--- src/rtl/roqt_ram.sv ---
// Generic single-port-write, single-read RAM with registered read data.
module roqt_ram #(
  parameter int Width = 8,
  parameter int Depth = 16
) (
  input  logic                     clk,
  input  logic                     we,
  input  logic [$clog2(Depth)-1:0] waddr,
  input  logic [Width-1:0]         wdata,
  input  logic [$clog2(Depth)-1:0] raddr,
  output logic [Width-1:0]         rdata
);

  logic [Width-1:0] mem [Depth];

  always_ff @(posedge clk) begin
    if (we) begin
      mem[waddr] <= wdata;
    end
    rdata <= mem[raddr];
  end

endmodule

--- config.mk ---
export PLATFORM = sky130hd
export DESIGN_NAME = roqt_ram
export DESIGN_NICKNAME = d
export VERILOG_FILES = /design/src/rtl/roqt_ram.sv
export SDC_FILE = /design/constraint.sdc
export NUM_CORES = 1
export LEC_CHECK = 0
export ABC_CLOCK_PERIOD_IN_PS = 1900
export BUFFER_PORTS_ARGS = -buffer_cell sky130_fd_sc_hd__buf_4
export CAP_MARGIN = 15
export CORE_ASPECT_RATIO = 1.25
export CORE_UTILIZATION = 45
export DETAILED_ROUTE_END_ITERATION = 8
export GPL_ROUTABILITY_DRIVEN = 1
export PLACE_DENSITY = 0.61
export SYNTH_ARGS = -nofsm -noshare
export SYNTH_HDL_FRONTEND = slang
export SYNTH_SLANG_ARGS = --single-unit
--- constraint.sdc ---
create_clock -name clk -period 1.9 [get_ports clk]
set_input_delay 0.285 -clock clk [delete_from_list [all_inputs] [get_ports clk]]
set_output_delay 0.285 -clock clk [all_outputs]
set_load 0.02 [all_outputs]
# Word level (Yosys, flattened, before mapping)
# Memories as Yosys holds them, arrays and structs flattened. A register that Yosys moved wholly into a read port is not among the register bits.
# Cells that the tools add are included.
# totals
ff_bits,0
mem_bits_rw,128
inputBits,18
out_inout_bits,8
elab_cells,3
n_memories,1
# memory_table
memory,depth,width,rd,rd_clocked_by_memory_dff,wr,line_no,source
mem,16,8,1,1,1,14,logic [Width-1:0] mem [Depth];
# op_classes
n_mux,2
# ops
cell,n
2-to-1 mux 1 bit,2

# Longest topological paths before layout
# Gate-level depths: netlist (run 1).
# logic_depth
word_depth,2
depth_mapped,5
ltp_nobuf,3

# Worst setup path after synthesis (run 1)
# No wires, ideal clock.
# synth_path
path_kind,in2reg
startpoint,in waddr[2]
endpoint,mem mem[0][0] (enable)
setup_time_ps,383
arrival_time_ps,1395
required_time_ps,1517
slack_ps,122
cell_stages,2
cell_sequence,or3b_2 nor3_1
# synth_rtl
element,line_no,source
start: declaration,8,"input logic [$clog2(Depth)-1:0] waddr,"
end: declaration,14,
# No word-level cell before the write port.

==> results of run 1 <==
[logic make-up (layout without fill, tap and decap cells)]
logic type | Yosys count | after routing | synth area share
DFF | 136 | 136 | 0.778
and+or+nand+nor | 35 | 35 | 0.0318
muxes | 32 | 32 | 0.150
AOI/OAI and AO/OA | 16 | 16 | 0.0233
buffers and inverters | 10 | 83 | 0.0168
[worst max-delay path: stages, from the launching register on]
cell      delay, ps
edfxtp_1        350
mux4_1          540
a22oi_1         290
nand2_1          80
[cell usage after synthesis (all sizes together)]
master,count,share of area
edfxtp,128,0.75
mux4,32,0.15
a22oi,16,0.023
nor2,13,0.0095
nand2,9,0.0066
dfxtp,8,0.031
buf,7,0.011
nor3,4,0.0039
clkdlybuf4s25,3,0.0058
nand2b,2,0.0024
nand3b,2,0.0029
and2,1,0.0012
and2b,1,0.0015
nand3,1,0.00097
nor2b,1,0.0012
or3b,1,0.0017
[flip-flops by register name, summed over array words and instances, names as in the netlist]
name   flops
mem      128
rdata      8
[where the power goes]
group / leakage [nW] / switching (W) / total (W) / internal (W)
clock network: 0.267 / 0.00109 / 0.00301 / 0.00193
registers: 1.22 / 0.0000202 / 0.00338 / 0.00336
logic: 0.643 / 0.000193 / 0.000356 / 0.000163
[final timing paths]
| kind | from | to | slack [ps] |
|---|---|---|---|
| worst max-delay path | mem[1][3]$_DFFE_PP_ | rdata[3]$_DFF_P_ | 520 |
| worst min-delay path | wdata[2] | mem[2][2]$_DFFE_PP_ | 180 |
| worst max register to register | mem[1][3]$_DFFE_PP_ | rdata[3]$_DFF_P_ | 520 |
| worst min register to register | mem[14][3]$_DFFE_PP_ | rdata[3]$_DFF_P_ | 660 |
[layer usage]
metal | vias to the layer above | share of wire | global-route usage
met1 | 1255 | 0.43 | 0.223
met3 | 9 | 0.030 | 0.0453
met4 | 0 | 0.015 | 0.0881
met5 | - | 0 | 0
li1 | 1093 | - | -
met2 | 44 | 0.52 | 0.295
[area by class of cell]
type | instances | area [um2] | share of cell area
Clock buffer | 27 | 503 | 0.0812
Multi-Input combinational cell | 83 | 1060 | 0.171
Tap cell | 135 | 169 | 0.0273
Timing Repair Buffer | 52 | 415 | 0.0670
Clock inverter | 4 | 47.5 | 0.00767
Sequential cell | 136 | 4000 | 0.646
[metrics by stage]
| step | area (um2) | power (W) |
|---|---|---|
| 2_1_floorplan | 5150 | 0.00363 |
| 3_3_place_gp | 5650 | 0.00379 |
| 3_5_place_dp | 5650 | 0.00380 |
| 4_1_cts | 6200 | 0.00679 |
| 5_1_grt | 6200 | 0.00696 |
| 6_report | 6200 | 0.00675 |
[cell usage in the layout (no fill, tap or decap), types with 6 or more instances in the layout]
cell type  count
edfxtp_1     128
buf_4         50
mux4_2        18
clkbuf_16     17
a22oi_1       16
mux4_1        14
nor2_1        13
nand2_1        9
dfxtp_1        8
clkbuf_1       6
==> summary.txt, run 1 <==
Outcome
  – Status: complete, but fails checks
  – Failing checks: design-rule violations

STA
  – PnR worst setup slack: 521 ps
  – # setup viols final: 0
  – Fin. max-slew vios: 0
  – Setup tns final: 0 ps
  – Setup Skew: 6.44 ps
  – Fmax: 0.725 GHz
  – Slew headroom: 0.733
  – Worst Tran Pin Value: 400 ps
  – RSZ-0062 raised after global routing: no
  – Final hold slack: 177 ps
  – Fin crit share: 0.726
  – Final hold violations: 0
  – Min cycle time layout: 1380 ps

GRT
  – All-Layer GR Usage: 0.179
  – Vias in the first global route: 2531
  – First-pass GRT wire length: 14.7 mm
  – Initial antenna violation count: 0
  – GRT Residual Overflow: 0
  – Largest net degree at the start of global routing: 33

Synth
  – Synth Instances: 229
  – Synth unique cells: 19
  – Post-Synthesis Net Count: 247
  – Yosys warning count: 0
  – Register area share after synthesis: 0.778
  – Mapped cell area: 0.00515 mm2
  – Seq cells post-synth: 136
  – Syn avg cell area: 22.5 um2

Finish
  – Fill cells: 835
  – Layout cells sized above 1: 0.318
  – Fin nets: 308
  – Ant diodes: 0
  – Non-filler cells, final: 437
  – Area delta synth->final: 20.4%
  – Layout Utilization: 0.556

CTS
  – Total CTS buffers: 17
  – Post-CTS Hold Buffers: 0
  – Clock-pin slew on the worst setup and hold paths: 50 ps
  – Sink Count: 136
  – H-tree levels: 4
  – CTS Root Cell: clkbuf_16
  – Post CTS Setup Buffer Count: 0
  – CTS tree: yes
  – CTS resizes: 0
  – Longest Clk Path Bufs: 2
  – Worst-skew pair later-pin latency: 410 ps

Critical path
  – Setup crit start kind: flip-flop
  – Worst setup EP type: flip-flop
  – Setup CP Type: reg2reg
  – Crit Path Max Fanout: 1
  – Crit path required time: 2200 ps
  – Worst Reg-to-Reg Cells: 3
  – Arrival time worst endpoint: 1680 ps

Placed design
  – Post-placement setup slack: 154 ps
  – Port buffer count: 25
  – Gp weighted congestion: 0.715
  – # placed instances: 406
  – HPWL after DPL: 6.29 mm

Floorplanning
  – Initial Utilization: 0.462
  – Die width: 97.7 um
  – Die area: 0.0119 mm2
  – Die height: 122 um
  – Top Ports: 26
  – Core area: 0.0111 mm2
  – Row cnt: 43

Drt
  – DRC: 2
  – WL/cell: 21.8 um
  – Routed Antenna Nets: 0
  – Routed vias/inst: 5.49
  – Drt first pass iters: 6
  – Total number of vias: 2401
  – First DRT Iteration DRCs: 161
  – Drt total wl: 9.54 mm

Pwr
  – Static Leakage: 2.13 nW
  – PwrDens: 1090 mW/mm2
  – VDD IR max: 0.620 mV

Hold path
  – Min-delay worst type: in2reg
  – Worst Hold Path Cells: 1

Flow run
  – # Max-Cap Violations: 0
Power figures use the tool's default switching activity.
==> run 2, diff against run 1 <==
- ABC_CLOCK_PERIOD_IN_PS: 1900 -> 1300
- clock period: 1.9 -> 1.3 ns (I/O delays scaled with it)
==> run 2 against run 1 <==
Critical endpoint is now rdata[2]$_DFF_P_. Worst hold slack got worse by 94 ps. Non-clock buffer count rose by 5. Setup slack got worse by 500 ps. Largest cell class unchanged. The run still ends with design-rule violations left. Largest power group is now the clock network.
==> summary.txt, run 2 (synthesis results as in run 1) <==
Outcome
  – Status: complete, but fails checks
  – Failing checks: design-rule violations

Finish
  – Layout cells sized above 1: 0.427 (+0.109)
  – Largest Register: mem
  – Fin nets: 313 (+1.6%)
  – Most frequent cells in the layout: edfxtp_1, buf_4, mux4_2, clkbuf_16
  – Commonest non-fill, non-tap cell in the layout: edfxtp_1
  – Largest registers: mem x128, rdata x8
  – Max FFs per register: 128 (unchanged)
  – Ant diodes: 0 (unchanged)
  – Area delta synth->final: 25.4%

Floorplanning
  – Row cnt: 43 (unchanged)
  – Die width: 97.7 um (unchanged)
  – Core area: 0.0111 mm2 (unchanged)
  – Die area: 0.0119 mm2 (unchanged)
  – Top Ports: 26 (unchanged)
  – Die height: 122 um (unchanged)
  – Initial Utilization: 0.462 (unchanged)

STA
  – Setup Skew: 6.84 ps (+0.406 ps)
  – Final hold violations: 0 (unchanged)
  – Fin. max-slew vios: 0 (unchanged)
  – Slew headroom: 0.456 (-0.277)
  – Final hold slack: 83.9 ps (-93.6 ps)
  – # setup viols final: 0 (unchanged)
  – Setup tns final: 0 ps (unchanged)
  – Worst Tran Pin Value: 814 ps (+414 ps)
  – Fin crit share: 0.984 (+0.258)
  – Min cycle time layout: 1280 ps (-99.9 ps)
  – Fmax: 0.782 GHz (+7.8%)
  – RSZ-0062 raised after global routing: yes

Placed design
  – Gp weighted congestion: 0.761 (+6.4%)
  – Port buffer count: 25 (unchanged)
  – HPWL after DPL: 6.55 mm (+4.0%)

GRT
  – Busiest metal layer after global routing: met2
  – First-pass GRT wire length: 15.4 mm (+4.8%)
  – Grt met3 use: 0.0534 (+0.00803)
  – All-Layer GR Usage: 0.187 (+0.00812)
  – Met1 Use GR: 0.246 (+0.0228)
  – GRT Residual Overflow: 0 (unchanged)
  – Largest net degree at the start of global routing: 17 (-48%)
  – Global routing usage on met2: 0.300 (+0.00488)
  – Vias in the first global route: 2607 (+3.0%)
  – Initial antenna violation count: 0 (unchanged)

CTS
  – Post CTS Setup Buffer Count: 0 (unchanged)
  – Sink Count: 136 (unchanged)
  – H-tree levels: 4 (unchanged)
  – CTS Root Cell: clkbuf_16
  – Clock-pin slew on the worst setup and hold paths: 60 ps (about the same)
  – Worst-skew pair later-pin latency: 410 ps (about the same)
  – Longest Clk Path Bufs: 2 (unchanged)
  – CTS tree: yes
  – Post-CTS Hold Buffers: 0 (unchanged)
  – Total CTS buffers: 17 (unchanged)

Hold path
  – Min-delay worst type: in2reg

Pwr
  – PwrDens: 1630 mW/mm2 (+49%)
  – Switch Pwr: 0.00211 W (+62%)
  – Switching share of total power: 0.201 (+0.00809)
  – VDD IR max: 0.724 mV (+17%)
  – Combinational power share: 0.056 (+0.003)
  – Internal power: 0.00839 W (+54%)
  – Reg power frac: 0.470 (-0.031)
  – Clock Power Share: 0.474 (+0.027)
  – Static Leakage: 2.19 nW (+2.7%)

Drt
  – Total number of vias: 2470 (+2.9%)
  – DRC: 6 (+4)
  – First DRT Iteration DRCs: 224 (+39%)
  – Drt first pass iters: 7 (+1)
  – Routed Antenna Nets: 0 (unchanged)
  – WL/cell: 22.8 um (+4.2%)
  – Drt total wl: 10.1 mm (+5.4%)
  – Routed vias/inst: 5.59 (+1.7%)

Critical path
  – Worst setup EP type: flip-flop
  – Crit path required time: 1600 ps (-600 ps)
  – Arrival time worst endpoint: 1570 ps (-110 ps)
  – Crit Path Max Fanout: 1 (unchanged)
  – Setup crit start kind: flip-flop
  – Setup CP Type: reg2reg

Flow run
  – # Max-Cap Violations: 0 (unchanged)
-- run 2: timing repair --
item / CTS / global route
pin swaps: 2 / 2
setup endpoints to repair: 3 / 6
resized for setup: 7 / 10
-- run 2: per-layer routing --
layer  vias to the layer above  share of wire  wire, um
li1                       1104              -         -
met5                         -              0         0
met2                        71           0.51      5100
met3                        11          0.038       381
met1                      1284           0.44      4430
met4                         0          0.015       149
-- run 2: critical path: stages (launching register included) --
cell	delay, ps
edfxtp_1	370
mux4_2	480
a22oi_2	220
nand2_2	90
-- run 2: final cells by class --
| type | count | area [um2] |
|---|---|---|
| Timing Repair Buffer | 57 | 553 |
| Clock buffer | 17 | 425 |
| Sequential cell | 136 | 4000 |
| Tap cell | 135 | 169 |
| Fill cell | 801 | 4680 |
| Multi-Input combinational cell | 83 | 1110 |
| Clock inverter | 14 | 200 |
-- run 2: path summary, 6_finish.rpt --
kind,from,endpoint,slack [ps],cells after the start
worst max-delay path,mem[0][2]$_DFFE_PP_,rdata[2]$_DFF_P_,20,3
worst min-delay path,wdata[5],mem[7][5]$_DFFE_PP_,80,1
worst max register to register,mem[0][2]$_DFFE_PP_,rdata[2]$_DFF_P_,20,3
worst min register to register,mem[15][1]$_DFFE_PP_,rdata[1]$_DFF_P_,670,3
-- run 2: power groups by stage --
stage	clock network [W]	registers (W)	logic [W]
floorplan	0	0.00505	0.000257
global placement	0	0.00502	0.000563
detailed placement	0	0.00503	0.000569
CTS	0.00504	0.00494	0.000583
global route	0.00523	0.00494	0.000630
finish	0.00498	0.00494	0.000587
-- run 2: metrics by stage --
step | instance area, um2 | utilization | cells | worst slack, ps | power [W]
2_1_floorplan | 5190 | - | 229 | -31.5 | 0.00531
3_3_place_gp | 5820 | 0.523 | 411 | -237 | 0.00559
3_5_place_dp | 5820 | 0.523 | 411 | -248 | 0.00560
4_1_cts | 6460 | 0.580 | 442 | 5.73 | 0.0106
5_1_grt | 6460 | 0.580 | 442 | -15.0 | 0.0108
6_report | 6460 | 0.580 | 442 | 20.7 | 0.0105
